$ cat src/rtl/abto_pkg.sv
// Shared types and constants for the acknowledgement barrier with timeout.
// Used by the controller, the datapath and the top level.
package abto_pkg;

   localparam int DEFAULT_MAX_PARTICIPANTS = 16;
   localparam int DEFAULT_KEY_BITS         = 16;

   localparam int OP_W        = 3;
   localparam int REQ_KEY_W   = 16;
   localparam int SERIAL_W    = 32;
   localparam int TIMEOUT_W   = 32;
   localparam int COUNT_OUT_W = 5;

   localparam logic [TIMEOUT_W-1:0] TIMEOUT_RESET = TIMEOUT_W'(100);

   typedef enum logic [OP_W-1:0] {
      OP_CLEAR  = 3'd0,
      OP_ADD    = 3'd1,
      OP_REMOVE = 3'd2,
      OP_ACK    = 3'd3,
      OP_COMMIT = 3'd4,
      OP_TICK   = 3'd5
   } op_type;

   typedef enum logic [1:0] {
      ST_IDLE,
      ST_MATCH,
      ST_EXEC
   } state_type;

   // Commands from the controller to the datapath
   typedef struct packed {
      logic load_req;   // capture the incoming request
      logic match;      // register key match and free slot
      logic exec;       // apply the operation and load the response
   } cmd_type;

endpackage

$ cat src/rtl/abto_ctrl.sv
// Controller for the acknowledgement barrier: sequences match and execute
// steps and owns both handshakes. Depends on abto_pkg.
module abto_ctrl
   import abto_pkg::*;
(
   input  logic    clock,
   input  logic    reset,
   input  logic    req_valid,
   output logic    req_ready,
   output logic    rsp_valid,
   input  logic    rsp_ready,
   output cmd_type cmd
);

   state_type state_ff, state_in;
   logic      rsp_valid_ff, rsp_valid_in;
   logic      slot_free;

   assign slot_free = !rsp_valid_ff || rsp_ready;
   assign rsp_valid = rsp_valid_ff;

   always_ff @(posedge clock) begin
      if (reset) begin
         state_ff     <= ST_IDLE;
         rsp_valid_ff <= 1'b0;
      end else begin
         state_ff     <= state_in;
         rsp_valid_ff <= rsp_valid_in;
      end
   end

   always_comb begin
      state_in     = state_ff;
      req_ready    = 1'b0;
      cmd          = '0;
      rsp_valid_in = rsp_valid_ff && !rsp_ready;
      unique case (state_ff)
         ST_IDLE: begin
            req_ready = 1'b1;
            if (req_valid) begin
               cmd.load_req = 1'b1;
               state_in     = ST_MATCH;
            end
         end
         ST_MATCH: begin
            cmd.match = 1'b1;
            state_in  = ST_EXEC;
         end
         ST_EXEC: begin
            // hold until the response register can take the result
            if (slot_free) begin
               cmd.exec     = 1'b1;
               rsp_valid_in = 1'b1;
               req_ready    = 1'b1;
               if (req_valid) begin
                  cmd.load_req = 1'b1;
                  state_in     = ST_MATCH;
               end else begin
                  state_in = ST_IDLE;
               end
            end
         end
         default: state_in = ST_IDLE;
      endcase
   end

endmodule

$ cat src/rtl/abto_dp.sv
// Datapath for the acknowledgement barrier: participant table, counters,
// flags, countdown, timeout register and response register. Depends on abto_pkg.
module abto_dp
   import abto_pkg::*;
#(
   parameter int MAX_PARTICIPANTS = DEFAULT_MAX_PARTICIPANTS,
   parameter int KEY_BITS         = DEFAULT_KEY_BITS
) (
   input  logic                   clock,
   input  logic                   reset,
   input  cmd_type                cmd,
   input  logic [OP_W-1:0]        req_operation,
   input  logic [REQ_KEY_W-1:0]   req_key,
   input  logic [SERIAL_W-1:0]    req_serial,
   input  logic                   csr_write,
   input  logic [TIMEOUT_W-1:0]   csr_wdata,
   output logic                   rsp_accepted,
   output logic                   rsp_key_present,
   output logic                   rsp_key_acked,
   output logic                   rsp_completed_now,
   output logic                   rsp_timed_out_now,
   output logic                   rsp_is_committed,
   output logic                   rsp_is_complete,
   output logic [COUNT_OUT_W-1:0] rsp_pending_count,
   output logic [COUNT_OUT_W-1:0] rsp_member_count
);

   localparam int CNT_W = $clog2(MAX_PARTICIPANTS + 1);

   // request latch
   logic [OP_W-1:0]      op_ff;
   logic [REQ_KEY_W-1:0] key_raw_ff;
   logic [SERIAL_W-1:0]  serial_ff;

   // participant table
   logic [MAX_PARTICIPANTS-1:0] valid_ff, valid_in;
   logic [MAX_PARTICIPANTS-1:0] acked_ff, acked_in;
   logic [KEY_BITS-1:0]         ent_key_ff    [MAX_PARTICIPANTS];
   logic [SERIAL_W-1:0]         ent_serial_ff [MAX_PARTICIPANTS];

   // match results
   logic [MAX_PARTICIPANTS-1:0] hit_ff, hit_in;
   logic [MAX_PARTICIPANTS-1:0] free_oh_ff, free_oh_in;
   logic [MAX_PARTICIPANTS-1:0] free_vec;

   // barrier state
   logic [CNT_W-1:0]     members_ff, members_in;
   logic [CNT_W-1:0]     pending_ff, pending_in;
   logic                 committed_ff, committed_in;
   logic                 complete_ff, complete_in;
   logic                 armed_ff, armed_in;
   logic [TIMEOUT_W-1:0] count_ff, count_in;
   logic [TIMEOUT_W-1:0] count_dec;
   logic [TIMEOUT_W-1:0] timeout_ff, timeout_in;

   // response register
   logic                   acc_ff, acc_in;
   logic                   present_ff, present_in;
   logic                   kacked_ff, kacked_in;
   logic                   done_ff, done_in;
   logic                   timed_ff, timed_in;
   logic [COUNT_OUT_W-1:0] pend_out_ff, pend_out_in;
   logic [COUNT_OUT_W-1:0] memb_out_ff, memb_out_in;

   logic [KEY_BITS+REQ_KEY_W-1:0]    key_ext;
   logic [KEY_BITS-1:0]              key_m;
   logic [CNT_W+COUNT_OUT_W-1:0]     pend_ext, memb_ext;
   logic                             any_hit, any_free, sel_acked, add_we, fire_req;
   logic [SERIAL_W-1:0]              sel_serial;

   // reduce the key to KEY_BITS bits
   assign key_ext = {{KEY_BITS{1'b0}}, key_raw_ff};
   assign key_m   = key_ext[KEY_BITS-1:0];

   assign free_vec   = ~valid_ff;
   assign free_oh_in = free_vec & (~free_vec + MAX_PARTICIPANTS'(1));

   always_comb begin
      for (int i = 0; i < MAX_PARTICIPANTS; i++) begin
         hit_in[i] = valid_ff[i] && (ent_key_ff[i] == key_m);
      end
   end

   // keys are unique, so at most one hit bit is set
   always_comb begin
      sel_serial = '0;
      sel_acked  = 1'b0;
      for (int i = 0; i < MAX_PARTICIPANTS; i++) begin
         sel_serial = sel_serial | (hit_ff[i] ? ent_serial_ff[i] : '0);
         sel_acked  = sel_acked | (hit_ff[i] & acked_ff[i]);
      end
   end

   assign any_hit   = |hit_ff;
   assign any_free  = |free_oh_ff;
   assign count_dec = (count_ff != '0) ? count_ff - TIMEOUT_W'(1) : '0;

   always_comb begin
      valid_in     = valid_ff;
      acked_in     = acked_ff;
      members_in   = members_ff;
      pending_in   = pending_ff;
      committed_in = committed_ff;
      complete_in  = complete_ff;
      armed_in     = armed_ff;
      count_in     = count_ff;
      acc_in       = 1'b0;
      present_in   = any_hit;
      kacked_in    = any_hit && sel_acked;
      done_in      = 1'b0;
      timed_in     = 1'b0;
      add_we       = 1'b0;
      fire_req     = 1'b0;

      unique case (op_type'(op_ff))
         OP_CLEAR: begin
            valid_in     = '0;
            members_in   = '0;
            pending_in   = '0;
            committed_in = 1'b0;
            complete_in  = 1'b0;
            armed_in     = 1'b0;
            count_in     = '0;
            acc_in       = 1'b1;
            present_in   = 1'b0;
            kacked_in    = 1'b0;
         end
         OP_ADD: begin
            if (!committed_ff && !any_hit && any_free) begin
               add_we     = 1'b1;
               valid_in   = valid_ff | free_oh_ff;
               acked_in   = acked_ff & ~free_oh_ff;
               members_in = members_ff + CNT_W'(1);
               pending_in = pending_ff + CNT_W'(1);
               acc_in     = 1'b1;
               present_in = 1'b1;
               kacked_in  = 1'b0;
            end
         end
         OP_REMOVE: begin
            if (any_hit) begin
               valid_in = valid_ff & ~hit_ff;
               if (members_ff != '0) members_in = members_ff - CNT_W'(1);
               if (!sel_acked && pending_ff != '0) pending_in = pending_ff - CNT_W'(1);
               acc_in     = 1'b1;
               present_in = 1'b0;
               kacked_in  = 1'b0;
               fire_req   = committed_ff && (pending_in == '0);
            end
         end
         OP_ACK: begin
            if (any_hit && sel_serial == serial_ff && !sel_acked) begin
               acked_in = acked_ff | hit_ff;
               if (pending_ff != '0) pending_in = pending_ff - CNT_W'(1);
               acc_in    = 1'b1;
               kacked_in = 1'b1;
               fire_req  = committed_ff && (pending_in == '0);
            end
         end
         OP_COMMIT: begin
            if (!committed_ff) begin
               committed_in = 1'b1;
               acc_in       = 1'b1;
               if (pending_ff == '0) begin
                  fire_req = 1'b1;
               end else if (timeout_ff != '0 && !complete_ff) begin
                  armed_in = 1'b1;
                  count_in = timeout_ff;
               end
            end
         end
         OP_TICK: begin
            if (armed_ff) begin
               acc_in   = 1'b1;
               count_in = count_dec;
               if (count_dec == '0) begin
                  armed_in = 1'b0;
                  fire_req = 1'b1;
                  timed_in = !complete_ff;
               end
            end
         end
         default: ;
      endcase

      // completion fires once and drops the countdown
      if (fire_req && !complete_ff) begin
         complete_in = 1'b1;
         armed_in    = 1'b0;
         count_in    = '0;
         done_in     = 1'b1;
      end
   end

   assign pend_ext    = {{COUNT_OUT_W{1'b0}}, pending_in};
   assign memb_ext    = {{COUNT_OUT_W{1'b0}}, members_in};
   assign pend_out_in = pend_ext[COUNT_OUT_W-1:0];
   assign memb_out_in = memb_ext[COUNT_OUT_W-1:0];
   assign timeout_in  = csr_write ? csr_wdata : timeout_ff;

   always_ff @(posedge clock) begin
      if (reset) begin
         valid_ff     <= '0;
         members_ff   <= '0;
         pending_ff   <= '0;
         committed_ff <= 1'b0;
         complete_ff  <= 1'b0;
         armed_ff     <= 1'b0;
         count_ff     <= '0;
         timeout_ff   <= TIMEOUT_RESET;
      end else begin
         timeout_ff <= timeout_in;
         if (cmd.exec) begin
            valid_ff     <= valid_in;
            members_ff   <= members_in;
            pending_ff   <= pending_in;
            committed_ff <= committed_in;
            complete_ff  <= complete_in;
            armed_ff     <= armed_in;
            count_ff     <= count_in;
         end
      end
   end

   always_ff @(posedge clock) begin
      if (cmd.load_req) begin
         op_ff      <= req_operation;
         key_raw_ff <= req_key;
         serial_ff  <= req_serial;
      end
      if (cmd.match) begin
         hit_ff     <= hit_in;
         free_oh_ff <= free_oh_in;
      end
      if (cmd.exec) begin
         acked_ff    <= acked_in;
         acc_ff      <= acc_in;
         present_ff  <= present_in;
         kacked_ff   <= kacked_in;
         done_ff     <= done_in;
         timed_ff    <= timed_in;
         pend_out_ff <= pend_out_in;
         memb_out_ff <= memb_out_in;
      end
      for (int i = 0; i < MAX_PARTICIPANTS; i++) begin
         if (cmd.exec && add_we && free_oh_ff[i]) begin
            ent_key_ff[i]    <= key_m;
            ent_serial_ff[i] <= serial_ff;
         end
      end
   end

   assign rsp_accepted      = acc_ff;
   assign rsp_key_present   = present_ff;
   assign rsp_key_acked     = kacked_ff;
   assign rsp_completed_now = done_ff;
   assign rsp_timed_out_now = timed_ff;
   assign rsp_is_committed  = committed_ff;
   assign rsp_is_complete   = complete_ff;
   assign rsp_pending_count = pend_out_ff;
   assign rsp_member_count  = memb_out_ff;

endmodule

$ cat src/rtl/ack_barrier_with_timeout.sv
// Top level of the acknowledgement barrier with timeout.
// Instantiates abto_ctrl and abto_dp; depends on abto_pkg.
//
// Each request has a match step, which matches its key against every table
// entry in parallel and finds the lowest free slot, and an execute step, which
// applies the operation and loads the response register. A new request is
// also taken in the execute step, so the next request is taken while the
// current one executes, as long as responses are drained; a held response
// stalls the execute step. The timeout register may be written at any time
// the block has no request in flight; its write channel is always ready.
module ack_barrier_with_timeout
   import abto_pkg::*;
#(
   parameter int MAX_PARTICIPANTS = DEFAULT_MAX_PARTICIPANTS,
   parameter int KEY_BITS         = DEFAULT_KEY_BITS
) (
   input  logic                   clock,
   input  logic                   reset,
   input  logic                   req_valid,
   output logic                   req_ready,
   input  logic [OP_W-1:0]        req_operation,
   input  logic [REQ_KEY_W-1:0]   req_key,
   input  logic [SERIAL_W-1:0]    req_serial,
   output logic                   rsp_valid,
   input  logic                   rsp_ready,
   output logic                   rsp_accepted,
   output logic                   rsp_key_present,
   output logic                   rsp_key_acked,
   output logic                   rsp_completed_now,
   output logic                   rsp_timed_out_now,
   output logic                   rsp_is_committed,
   output logic                   rsp_is_complete,
   output logic [COUNT_OUT_W-1:0] rsp_pending_count,
   output logic [COUNT_OUT_W-1:0] rsp_member_count,
   input  logic                   csr_valid,
   output logic                   csr_ready,
   input  logic [TIMEOUT_W-1:0]   csr_wdata
);

   cmd_type cmd;

   assign csr_ready = 1'b1;

   abto_ctrl u_ctrl (
      .clock     (clock),
      .reset     (reset),
      .req_valid (req_valid),
      .req_ready (req_ready),
      .rsp_valid (rsp_valid),
      .rsp_ready (rsp_ready),
      .cmd       (cmd)
   );

   abto_dp #(
      .MAX_PARTICIPANTS (MAX_PARTICIPANTS),
      .KEY_BITS         (KEY_BITS)
   ) u_dp (
      .clock             (clock),
      .reset             (reset),
      .cmd               (cmd),
      .req_operation     (req_operation),
      .req_key           (req_key),
      .req_serial        (req_serial),
      .csr_write         (csr_valid && csr_ready),
      .csr_wdata         (csr_wdata),
      .rsp_accepted      (rsp_accepted),
      .rsp_key_present   (rsp_key_present),
      .rsp_key_acked     (rsp_key_acked),
      .rsp_completed_now (rsp_completed_now),
      .rsp_timed_out_now (rsp_timed_out_now),
      .rsp_is_committed  (rsp_is_committed),
      .rsp_is_complete   (rsp_is_complete),
      .rsp_pending_count (rsp_pending_count),
      .rsp_member_count  (rsp_member_count)
   );

   // an accepted request always passes through the match step, where no request is taken
   a_match_after_accept: assert property (@(posedge clock) disable iff (reset)
      req_valid && req_ready |=> !req_ready)
      else $error("request taken during match step");

   // a fresh response follows an accepted request through the match and execute steps
   a_rsp_latency: assert property (@(posedge clock) disable iff (reset)
      $rose(rsp_valid) |-> $past(req_valid && req_ready, 3))
      else $error("response without matching request");

   a_timeout_completes: assert property (@(posedge clock) disable iff (reset)
      rsp_valid && rsp_timed_out_now |-> rsp_completed_now && rsp_is_complete)
      else $error("timeout without completion");

   a_pending_le_members: assert property (@(posedge clock) disable iff (reset)
      rsp_valid && (MAX_PARTICIPANTS < 32) |-> rsp_pending_count <= rsp_member_count)
      else $error("pending count exceeds member count");

endmodule

$ cat config.mk
export PLATFORM = sky130hd
export DESIGN_NAME = ack_barrier_with_timeout
export DESIGN_NICKNAME = d
export VERILOG_FILES = /design/src/rtl/abto_pkg.sv /design/src/rtl/abto_ctrl.sv /design/src/rtl/abto_dp.sv /design/src/rtl/ack_barrier_with_timeout.sv
export SDC_FILE = /design/constraint.sdc
export NUM_CORES = 1
export LEC_CHECK = 0
export ABC_CLOCK_PERIOD_IN_PS = 3900
export BUFFER_PORTS_ARGS = -buffer_cell sky130_fd_sc_hd__buf_2
export CAP_MARGIN = 20
export CORE_MARGIN = 2
export CORE_UTILIZATION = 45
export DETAILED_ROUTE_END_ITERATION = 10
export PLACE_DENSITY = 0.68
export SYNTH_ARGS = -nofsm -noshare
export SYNTH_HDL_FRONTEND = slang
export SYNTH_SLANG_ARGS = --single-unit
$ cat constraint.sdc
create_clock -name clock -period 3.9 [get_ports clock]
set_input_delay 0.78 -clock clock [delete_from_list [all_inputs] [get_ports clock]]
set_output_delay 0.78 -clock clock [all_outputs]
set_load 0.01 [all_outputs]
==> results by group <==
Global route
  – Initial antenna violation count: 0
  – Largest net degree at the start of global routing: 75
  – Vias in the first global route: 24,100
  – First-pass GRT wire length: 153,000 um
  – All-Layer GR Usage: 22.6%
  – GRT overflow: 0

Run status
  – Failing checks: negative setup slack
  – Status: complete, but fails checks

Die
  – Die Y: 298 um
  – Starting Density: 45.5%
  – Die outline area: 88,800 um2
  – Core ar.: 85,400 um2
  – Std cell rows: 107
  – I/O pin cnt: 108
  – Die Width: 298 um

Logic synthesis
  – Synth Warn #: 0
  – Sequential element share of the synthesized area: 73.0%
  – Share of the synthesized area in the top cell type: 68.1%
  – Post-synth top area cell: edfxtp_1
  – Cell count after synthesis: 2,550
  – Netlist Area Pre-Place: 38,900 um2
  – Synth async-reset ratio: 0%
  – Net Count, Synth: 2,643
  – Number of synthesized register bits: 978
  – Commonest register cell after synthesis: edfxtp_1
  – Top post-synthesis cells by count: edfxtp_1, xnor2_1, xor2_1
  – Synth cell types: 74
  – Most common cell in the netlist: edfxtp_1
  – Post-synth EDFFs: 882
  – Synth top area cells: edfxtp_1, dfxtp_1, xnor2_1, xor2_1, a22o_1
  – Avg Cell Area, Syn: 15.3 um2

Clock tree
  – CTS tree: yes
  – Clk slew on worst S/H paths: 60 ps
  – H-Tree Depth: 3
  – TritonCTS Buffers: 98
  – Clock Latency Late Sink: 690 ps
  – Clock sink count: 978
  – Post-CTS Hold Buffers: 0
  – CTS Buffer Depth: 3
  – Clk root buf: clkbuf_16

Critical path
  – CP startpoint kind: register
  – Critical path arrival: 4540 ps
  – Worst Path Max Fanout: 12
  – CP Capture Type: register
  – Worst path cell trace: buf_12 > buf_6 > a22o_1 > a221oi_2 > nand4_1 > xor2_1 > nor4_2 > buf_4 > nand4_1 > buf_4 > or4_4 > nand4_1 > buf_6 > buf_4 > buf_16 > a21oi_1 > nor3_1
  – Worst stage delay on the critical path: 530 ps
  – Crit Path Category: register to register
  – WP data required: 4460 ps
  – Slowest CP cell: or4_4

Timing
  – Setup violators final: 20
  – Fin crit period: 3990 ps
  – Period utilization: 102%
  – Fmax: 251 MHz
  – Clock Skew: 50.8 ps
  – Fin. Hold Viols: 0
  – Slew at the pin closest to its max-slew limit: 1070 ps
  – Worst relative slew slack: 28.7%
  – Fin worst setup slack: -86.7 ps
  – Max Transition Viols Final: 0
  – RSZ-0062 raised after global routing: yes

Route
  – DR iter-0 viols: 2,879
  – WL/cell: 25.6 um
  – # DRC: 0
  – DRT Pass-1 Iters: 10
  – Post-DRT Antenna Nets: 0
  – Vias: 24,300
  – WL final: 103,000 um
  – Vias per cell: 6.03

Place
  – GPL Wtd Cong: 0.879
  – Pre-CTS WS: -308 ps
  – I/O Buffers: 106
  – Detail Placement HPWL: 59,500 um

Power and ir drop
  – Lkg Pwr: 15.1 nW
  – PwrDens: 478 nW/um2
  – VDD IR-drop max: 0.371 mV

Cells and area
  – Layout area overhead: 18.0%
  – Final Util: 53.8%
  – Reg area: 28,400 um2
  – ANT cells: 0
  – Area taken by multi-input logic gates: 10000 um2
  – Share of cells above drive strength 1: 18.1%
  – Fillers: 6,798
  – Total Nets Final: 2,899

Flow run
  – Max-Cap Viols: 0

Min path
  – HP Class: input port to register
## critical path, delay by kind of cell, from the launching register on
family	cells	cell delay, ps
AOI/OAI and AO/OA	3	500
and+or+nand+nor	6	1550
DFF	1	410
xor gates and xnor gates	1	190
buffers and inverters	7	1190
## cell type report
| cell class | count | area share, % |
|---|---|---|
| Sequential cell | 978 | 61.9 |
| Clock inverter | 54 | 1.08 |
| Tap cell | 1144 | 3.12 |
| Multi-Input combinational cell | 1379 | 21.8 |
| Inverter | 33 | 0.401 |
| Clock buffer | 129 | 5.62 |
| Timing Repair Buffer | 316 | 6.13 |
## what timing repair did
item,in CTS,in global routing
pin swaps,16,20
buffers inserted,13,4
endpoints found under the setup margin,54,118
gates cloned,4,4
endpoints found under the hold margin,0,0
resized for setup,23,29
## metal layers
layer  share of wire [%]  up-vias  wire length (um)  global-route usage, %
met1                  41    12300             42800                   31.3
met2                  48     1234             49600                   36.9
met3                 8.2      179              8500                   3.65
li1                    -    10600                 -                      -
met5                   0        -                 0                      0
met4                 2.4        0              2490                   6.93
## sequential cells by signal, indices dropped and copies added, names as in the netlist, 2 cells and up
register and count:
u_dp.count_ff 32, u_dp.serial_ff 32, u_dp.members_ff 5, u_dp.key_m 16
u_dp.rsp_member_count 5, u_dp.ent_key_ff 256, u_dp.free_oh_ff 16, u_dp.valid_ff 16
u_dp.op_ff 3, u_ctrl.state_ff 2, u_dp.rsp_pending_count 5, u_dp.hit_ff 16
u_dp.timeout_ff 32, u_dp.acked_ff 16, u_dp.ent_serial_ff 512, u_dp.pending_ff 5
## where the power goes
group | switching (mW) | internal [mW] | total (mW)
sequential | 0.187 | 11.5 | 11.7
clock | 3.99 | 5.03 | 9.02
combinational | 0.715 | 0.517 | 1.23
## per-stage QoR
| step | total power, mW | TNS [ps] | hold slack (ps) | instances | instance area, um2 |
|---|---|---|---|---|---|
| after floorplan | 12.5 | 0 | 448 | 2550 | 39000 |
| after global placement | 13.0 | -7200 | 470 | 3826 | 42200 |
| after detailed placement | 13.1 | -8800 | 479 | 3826 | 42200 |
| after CTS | 22.0 | 0 | 238 | 4026 | 45700 |
| after global routing | 22.6 | -4470 | 248 | 4033 | 45900 |
| final | 21.9 | -383 | 266 | 4033 | 45900 |
## worst paths after layout
path	depth (start not counted)	start	endpoint	slack [ps]
setup / recovery	17	u_dp.hit_ff[11]$_DFFE_PN_	u_dp.count_ff[19]$_SDFFE_PP0P_	-90
hold reg to reg	1	u_ctrl.state_ff[0]$_SDFFE_PP0P_	u_ctrl.state_ff[1]$_SDFFE_PP0P_	480
hold / removal	1	req_serial[4]	u_dp.serial_ff[4]$_DFFE_PP_	270
setup reg to reg	17	u_dp.hit_ff[11]$_DFFE_PN_	u_dp.count_ff[19]$_SDFFE_PP0P_	-90
## cell usage in the layout (no fill, tap or decap), drive strengths merged, types with 10 or more instances in the layout
master,count
nand4,88
a311oi,22
clkinvlp,18
edfxtp,882
dfxtp,96
nand3,23
a221oi,132
nand2,85
a22o,133
inv,17
or3,10
nor4,75
xnor2,160
nor3,50
nor2,114
o21ai,43
mux2i,42
clkbuf,133
clkinv,47
xor2,145
a22oi,12
buf,310
a21oi,117
## cell families after synthesis
family,share of synthesized area (%)
mux,1.14
fa+ha+maj,0.161
compound gates,9.93
flops,73.0
xor+xnor,6.87
simple gates,6.93
buf+inv,1.95
other cells,0.00964
Power figures use the tool's default switching activity.
